--- src/rtl/u2a_pkg.sv ---
// ----------------------------------------------------------------------------
// u2a_pkg
// Shared widths, codes, types and the digit character table used by the
// radix to ASCII conversion unit.
// ----------------------------------------------------------------------------
package u2a_pkg;

  localparam int VALUE_WIDTH = 64;

  // Digit counts for each supported radix at VALUE_WIDTH bits.
  localparam int NUM_DEC = (VALUE_WIDTH * 30103) / 100000 + 1;
  localparam int NUM_OCT = (VALUE_WIDTH + 2) / 3;
  localparam int NUM_HEX = (VALUE_WIDTH + 3) / 4;
  localparam int NUM_BIN = VALUE_WIDTH;

  // The digit shift register is sized for the BCD form, the widest one.
  localparam int DIG_W   = 4 * NUM_DEC;
  localparam int OCT_BITS = 3 * NUM_OCT;
  localparam int HEX_BITS = 4 * NUM_HEX;
  localparam int CNT_W   = $clog2(VALUE_WIDTH + 1);

  localparam logic [7:0] RADIX_BIN = 8'd2;
  localparam logic [7:0] RADIX_OCT = 8'd8;
  localparam logic [7:0] RADIX_DEC = 8'd10;
  localparam logic [7:0] RADIX_HEX = 8'd16;

  localparam logic [15:0][7:0] DIGIT_CHARS = "FEDCBA9876543210";

  typedef enum logic [1:0] {
    S_IDLE,
    S_CONV,
    S_EMIT
  } state_t;

  // Number of bits that one digit occupies in the shift register.
  typedef enum logic [1:0] {
    DW_1,
    DW_3,
    DW_4
  } dig_mode_t;

  typedef struct packed {
    logic             load;
    logic             unsup;
    dig_mode_t        mode;
    logic [CNT_W-1:0] count;
    logic [DIG_W-1:0] data;
  } emit_load_t;

  typedef struct packed {
    logic active;
  } emit_stat_t;

  typedef struct packed {
    logic done;
  } conv_stat_t;

  function automatic logic [7:0] digit_char(input logic [3:0] d);
    digit_char = DIGIT_CHARS[d];
  endfunction

endpackage

--- src/rtl/u64_radix_to_ascii_unit.sv ---
// ----------------------------------------------------------------------------
// u64_radix_to_ascii_unit
// Radix 16, 8 and 2: the value is loaded into the digit shifter, which then
// scans its digits in turn, one digit at a time, most significant first.
// Radix 10: the bit-serial BCD converter is started and runs over every value
// bit, then its BCD result is loaded into the digit shifter and scanned in turn.
// Busy drops in the cycle after the last character, also for an unsupported radix.
// Results cannot be stalled. Synchronous reset clears the state register and the run, done, active and strobe flags.
// ----------------------------------------------------------------------------
module u64_radix_to_ascii_unit import u2a_pkg::*; (
  input  logic        clk,
  input  logic        rst,
  input  logic        start,
  output logic        busy,
  input  logic [63:0] value,
  input  logic [7:0]  radix,
  output logic        strobe,
  output logic [7:0]  ascii_char,
  output logic        last,
  output logic        unsupported
);

  state_t                 state;
  state_t                 state_next;
  logic                   accept;
  logic                   conv_start;
  logic [VALUE_WIDTH-1:0] v;
  logic [DIG_W-1:0]       bcd;
  conv_stat_t             conv_stat;
  emit_load_t             ld;
  emit_stat_t             emit_stat;

  assign busy   = (state != S_IDLE);
  assign accept = start && !busy;
  assign v      = value[VALUE_WIDTH-1:0];

  always_ff @(posedge clk) begin
    if (rst) begin
      state <= S_IDLE;
    end else begin
      state <= state_next;
    end
  end

  always_comb begin
    state_next = state;
    conv_start = 1'b0;
    ld.load    = 1'b0;
    ld.unsup   = 1'b0;
    ld.mode    = DW_4;
    ld.count   = CNT_W'(NUM_HEX);
    ld.data    = DIG_W'(v) << (DIG_W - HEX_BITS);
    case (state)
      S_IDLE: begin
        if (accept) begin
          case (radix)
            RADIX_DEC: begin
              conv_start = 1'b1;
              state_next = S_CONV;
            end
            RADIX_HEX: begin
              ld.load    = 1'b1;
              state_next = S_EMIT;
            end
            RADIX_OCT: begin
              ld.load    = 1'b1;
              ld.mode    = DW_3;
              ld.count   = CNT_W'(NUM_OCT);
              ld.data    = DIG_W'(v) << (DIG_W - OCT_BITS);
              state_next = S_EMIT;
            end
            RADIX_BIN: begin
              ld.load    = 1'b1;
              ld.mode    = DW_1;
              ld.count   = CNT_W'(NUM_BIN);
              ld.data    = DIG_W'(v) << (DIG_W - VALUE_WIDTH);
              state_next = S_EMIT;
            end
            default: begin
              ld.load    = 1'b1;
              ld.unsup   = 1'b1;
              state_next = S_EMIT;
            end
          endcase
        end
      end
      S_CONV: begin
        if (conv_stat.done) begin
          ld.load    = 1'b1;
          ld.count   = CNT_W'(NUM_DEC);
          ld.data    = bcd;
          state_next = S_EMIT;
        end
      end
      S_EMIT: begin
        if (!emit_stat.active) begin
          state_next = S_IDLE;
        end
      end
      default: begin
        state_next = S_IDLE;
      end
    endcase
  end

  u2a_dabble u_dabble (
    .clk   (clk),
    .rst   (rst),
    .start (conv_start),
    .value (v),
    .bcd   (bcd),
    .stat  (conv_stat)
  );

  u2a_emit u_emit (
    .clk         (clk),
    .rst         (rst),
    .ld          (ld),
    .stat        (emit_stat),
    .strobe      (strobe),
    .ascii_char  (ascii_char),
    .last        (last),
    .unsupported (unsupported)
  );

endmodule

--- src/rtl/u2a_dabble.sv ---
// ----------------------------------------------------------------------------
// u2a_dabble
// Bit-serial binary to BCD converter: one value bit enters per cycle, most
// significant first, with an add-three correction on each BCD lane.
// ----------------------------------------------------------------------------
module u2a_dabble import u2a_pkg::*; (
  input  logic                   clk,
  input  logic                   rst,
  input  logic                   start,
  input  logic [VALUE_WIDTH-1:0] value,
  output logic [DIG_W-1:0]       bcd,
  output conv_stat_t             stat
);

  logic [VALUE_WIDTH-1:0] bin;
  logic [CNT_W-1:0]       cnt;
  logic                   run;
  logic [DIG_W-1:0]       corr;

  always_comb begin
    for (int i = 0; i < NUM_DEC; i++) begin
      if (bcd[4*i +: 4] > 4'd4) begin
        corr[4*i +: 4] = bcd[4*i +: 4] + 4'd3;
      end else begin
        corr[4*i +: 4] = bcd[4*i +: 4];
      end
    end
  end

  always_ff @(posedge clk) begin
    if (rst) begin
      run       <= 1'b0;
      stat.done <= 1'b0;
    end else begin
      stat.done <= 1'b0;
      if (start) begin
        bin <= value;
        bcd <= '0;
        cnt <= CNT_W'(VALUE_WIDTH);
        run <= 1'b1;
      end else if (run) begin
        bcd <= {corr[DIG_W-2:0], bin[VALUE_WIDTH-1]};
        bin <= bin << 1;
        cnt <= cnt - CNT_W'(1);
        if (cnt == CNT_W'(1)) begin
          run       <= 1'b0;
          stat.done <= 1'b1;
        end
      end
    end
  end

endmodule

--- src/rtl/u2a_emit.sv ---
// ----------------------------------------------------------------------------
// u2a_emit
// Digit shifter: takes digits off the top of a left-aligned shift register,
// drops leading zeros and, once past them, presents one character per cycle.
// ----------------------------------------------------------------------------
module u2a_emit import u2a_pkg::*; (
  input  logic       clk,
  input  logic       rst,
  input  emit_load_t ld,
  output emit_stat_t stat,
  output logic       strobe,
  output logic [7:0] ascii_char,
  output logic       last,
  output logic       unsupported
);

  logic [DIG_W-1:0] sr;
  logic [DIG_W-1:0] sr_next;
  dig_mode_t        mode;
  logic [CNT_W-1:0] cnt;
  logic             seen;
  logic [3:0]       dig;
  logic             take;

  always_comb begin
    case (mode)
      DW_1: begin
        dig     = {3'b000, sr[DIG_W-1]};
        sr_next = sr << 1;
      end
      DW_3: begin
        dig     = {1'b0, sr[DIG_W-1 -: 3]};
        sr_next = sr << 3;
      end
      default: begin
        dig     = sr[DIG_W-1 -: 4];
        sr_next = sr << 4;
      end
    endcase
    // The final digit always goes out, which covers a zero value.
    take = (dig != 4'd0) || seen || (cnt == CNT_W'(1));
  end

  always_ff @(posedge clk) begin
    if (rst) begin
      stat.active <= 1'b0;
      strobe      <= 1'b0;
    end else begin
      strobe <= 1'b0;
      if (ld.load) begin
        sr   <= ld.data;
        mode <= ld.mode;
        cnt  <= ld.count;
        seen <= 1'b0;
        if (ld.unsup) begin
          strobe      <= 1'b1;
          ascii_char  <= 8'd0;
          last        <= 1'b1;
          unsupported <= 1'b1;
          stat.active <= 1'b0;
        end else begin
          stat.active <= 1'b1;
        end
      end else if (stat.active) begin
        sr  <= sr_next;
        cnt <= cnt - CNT_W'(1);
        if (take) begin
          seen        <= 1'b1;
          strobe      <= 1'b1;
          ascii_char  <= digit_char(dig);
          last        <= (cnt == CNT_W'(1));
          unsupported <= 1'b0;
        end
        if (cnt == CNT_W'(1)) begin
          stat.active <= 1'b0;
        end
      end
    end
  end

endmodule

--- config.mk ---
export PLATFORM = sky130hd
export DESIGN_NAME = u64_radix_to_ascii_unit
export DESIGN_NICKNAME = d
export VERILOG_FILES = /design/src/rtl/u2a_pkg.sv /design/src/rtl/u64_radix_to_ascii_unit.sv /design/src/rtl/u2a_dabble.sv /design/src/rtl/u2a_emit.sv
export SDC_FILE = /design/constraint.sdc
export NUM_CORES = 1
export LEC_CHECK = 0
export BUFFER_PORTS_ARGS = -buffer_cell sky130_fd_sc_hd__buf_2
export CELL_PAD_IN_SITES_DETAIL_PLACEMENT = 0
export CELL_PAD_IN_SITES_GLOBAL_PLACEMENT = 1
export CORE_UTILIZATION = 40
export CTS_BUF_LIST = sky130_fd_sc_hd__clkbuf_8 sky130_fd_sc_hd__clkbuf_16
export CTS_CLUSTER_SIZE = 20
export DETAILED_ROUTE_END_ITERATION = 10
export PLACE_DENSITY_LB_ADDON = 0.1
export SLEW_MARGIN = 15
export SYNTH_ARGS = -nofsm -noshare
export SYNTH_HDL_FRONTEND = slang
export SYNTH_SLANG_ARGS = --single-unit
--- constraint.sdc ---
create_clock -name clk -period 25 [get_ports clk]
set_input_delay 1.25 -clock clk [delete_from_list [all_inputs] [get_ports clk]]
set_output_delay 1.25 -clock clk [all_outputs]
set_load 0.005 [all_outputs]
==> out/qor.yml <==
floorplan:
  num_rows: 70
  initial_core_util_pct: 40.67
  dieArea_sq_um: 38000
  fp.dieW_microns: 194.9
  die_h_microns: 194.9
  core_area_sq_um: 36610
  ioPinCount: 87
logic_synthesis:
  synth_top_cell_area_share_pct: 50.22
  async_reset_ff_share_pct: 0
  synthMostInstantiatedCell: "edfxtp_1"
  synth_fp_nets: 1450
  synthDistinctLibCells: 60
  ys_ff_latch: 255
  syn_area_per_cell_sq_um: 11.21
  synth-seq-area-share_pct: 51.03
  synth_top_cell_by_area: "edfxtp_1"
  netlist_instances: 1328
  yosys_warnings: 0
  synth_edf_count: 249
  syn_area_sq_um: 14890
  synth_area_leaders: "edfxtp_1 (50%), mux2i_1 (9.3%), mux2_2 (5.1%)"
  ys_top_cells_by_count: "edfxtp_1 (249), nor2_1 (168), a21oi_1 (146)"
  synthFlopType: "edfxtp_1"
clocking:
  worstSkewPairLatency_ns: 0.57
  root_buffer: "clkbuf_16"
  cts.sinks: 255
  cts_resized: 0
  clkTransAtPathRegs_ns: 0.06
  cts_max_level: 1
  numCtsBuffers: 30
  post_cts_buffers: 0
  cts_buffer_depth: 3
  cts_tree: "done"
  cts.hold.buffers_added: 0
place:
  dpl-instance-area_sq_um: 15580
  gp_congestion: 0.7589
  dpl.hpwl_mm: 22.66
  place_inst: 1815
  port_buffers: 85
timing:
  holdWs_ns: 0.5275
  slew_violations: 0
  worst-slew-pin-transition_ns: 1.096
  min_period_over_period_pct: 19.65
  finalSetupTns_ns: 0
  fin_worst_skew_ns: 0.01145
  period_minus_slack_ns: 4.913
  maxSlewHeadroom_pct: 26.91
  finalHoldViolations: 0
  finalSetupViolations: 0
  max_freq_mhz: 203.6
  rsz0062_at_grt: "false"
critical_path:
  arrival_ns: 5.10
  cp-start-kind: "input pin"
  path_buf_inv: 3
  path_class: "in -> reg"
  crit_top_cell: "buf_4"
  cp.required_ns: 25.19
  worst-path-max-fanout: 78
  cp_slowest_stage_delay_ns: 0.93
  cpLargestDelayFamily: "buffers and inverters"
  cp_slowest_cell: "buf_4"
  end_kind: "flip-flop"
  crit_chain: "buf_2, nor3b_1, and4_4, nor2_1, nor2_4, buf_4, buf_4"
pwr:
  powerDensity_nw_per_um2: 63.42
  p_leak_nw: 6.423
  peakVddDrop_v: 0.00004960
final_layout:
  drive_gt1_share_pct: 17.06
  final_cell_area_sq_um: 16670
  fin_cells: 1869
  antenna_cells: 0
  fillerInstances: 3444
  final_net_count: 1501
  syn_to_final_growth_pct: 11.98
grt:
  grt_overflow: 0
  antenna_found_initial: 1
  grt_max_degree: 113
  grt_pass1_wl_mm: 56.03
  track_usage_pct: 18.43
  grt_pass1_vias: 10092
outcome:
  outcome: "complete, no violations"
routing:
  vias: 10354
  vias_per_cell: 5.540
  first_pass_iters: 6
  drtIter0Drc: 652
  drc: 0
  wl_per_cell_microns: 18.60
  drt-total-wl_mm: 34.77
  ant_nets: 0
min_path:
  min_path_type: "reg -> reg"
flow_run:
  drv_cap: 0
[final timing paths]
path                                                    to  depth (start not counted)  slack (ns)               startpoint
worst max register to register  u_dabble.bin[49]$_DFFE_PP_                          6       20.55    state[0]$_SDFFE_PP0P_
worst max-delay path            u_dabble.bin[49]$_DFFE_PP_                          7       20.09                    start
worst min register to register    u_dabble.stat$_SDFF_PP0_                          1        0.53  u_dabble.run$_SDFF_PP0_
worst min-delay path              u_dabble.stat$_SDFF_PP0_                          1        0.53  u_dabble.run$_SDFF_PP0_
[state kept, by name, summed over array words and instances, names as in the netlist, 2 cells and up]
signal,cells
u_dabble.bcd,80
u_emit.sr,80
u_dabble.bin,64
u_dabble.cnt,7
u_emit.cnt,7
u_emit.ascii_char,6
state,2
u_emit.mode,2
[power by group]
group          switching [mW]  internal, mW  leakage (nW)
logic                  0.0467        0.0352          3.55
clock network           0.177         0.305         0.545
registers              0.0106         0.483          2.33
[placed cells by master (no fill, tap or decap), types with 41 or more instances in the layout]
cell / n
a21oi_1: 145
a222oi_1: 41
buf_2: 85
edfxtp_1: 249
ha_1: 47
inv_1: 75
mux2_2: 68
mux2i_1: 138
nand2_1: 51
nor2_1: 167
o21ai_0: 54
[metal layers]
layer  vias up  routed length, microns  GRT usage (%)
met5         -                      13              0
li1       5088                       -              -
met3        48                    1590          2.967
met2       205                   16250          30.42
met4         2                     799          4.404
met1      5011                   16110          25.25
[logic make-up (layout without fill, tap and decap cells)]
kind of cell             after synthesis  after routing  share of synthesized area, %
flip-flops                           255            255                         51.03
other                                  1              1                       0.02519
adder cells (fa/ha/maj)               47             47                         3.950
multiplexers                         206            206                         14.42
buffers and inverters                155            228                         5.093
AND/OR/NAND/NOR                      314            314                         9.984
AO/OA/AOI/OAI                        320            320                         13.73
XOR/XNOR                              30             30                         1.765
[per-stage QoR]
step,worst slack [ns],util [%],power [mW]
2_1_floorplan,15.57,-,0.5575
3_3_place_gp,19.47,42.57,0.5857
3_5_place_dp,19.37,42.57,0.5859
4_1_cts,20.00,45.54,1.074
5_1_grt,19.67,45.54,1.097
6_report,20.09,45.54,1.057
[worst register-to-register path, cell delays in order, from the launching register on]
cell     delay [ns]
dfxtp_1        0.44
nor3b_1        0.57
and4_4         0.67
nor2_1         0.15
nor2_4         0.49
buf_4          0.94
buf_4          0.79
[layout make-up]
type / instances / area (sq um) / share of cell area [%]
sequential: 255 / 7597 / 45.57
multi-input combinational: 918 / 6581 / 39.48
clock buffer: 31 / 775.7 / 4.653
tap: 468 / 585.6 / 3.512
timing repair buffer: 101 / 545.5 / 3.272
clock inverter: 23 / 311.5 / 1.869
inverter: 73 / 274.0 / 1.644
(Power assumes the default switching activity.)
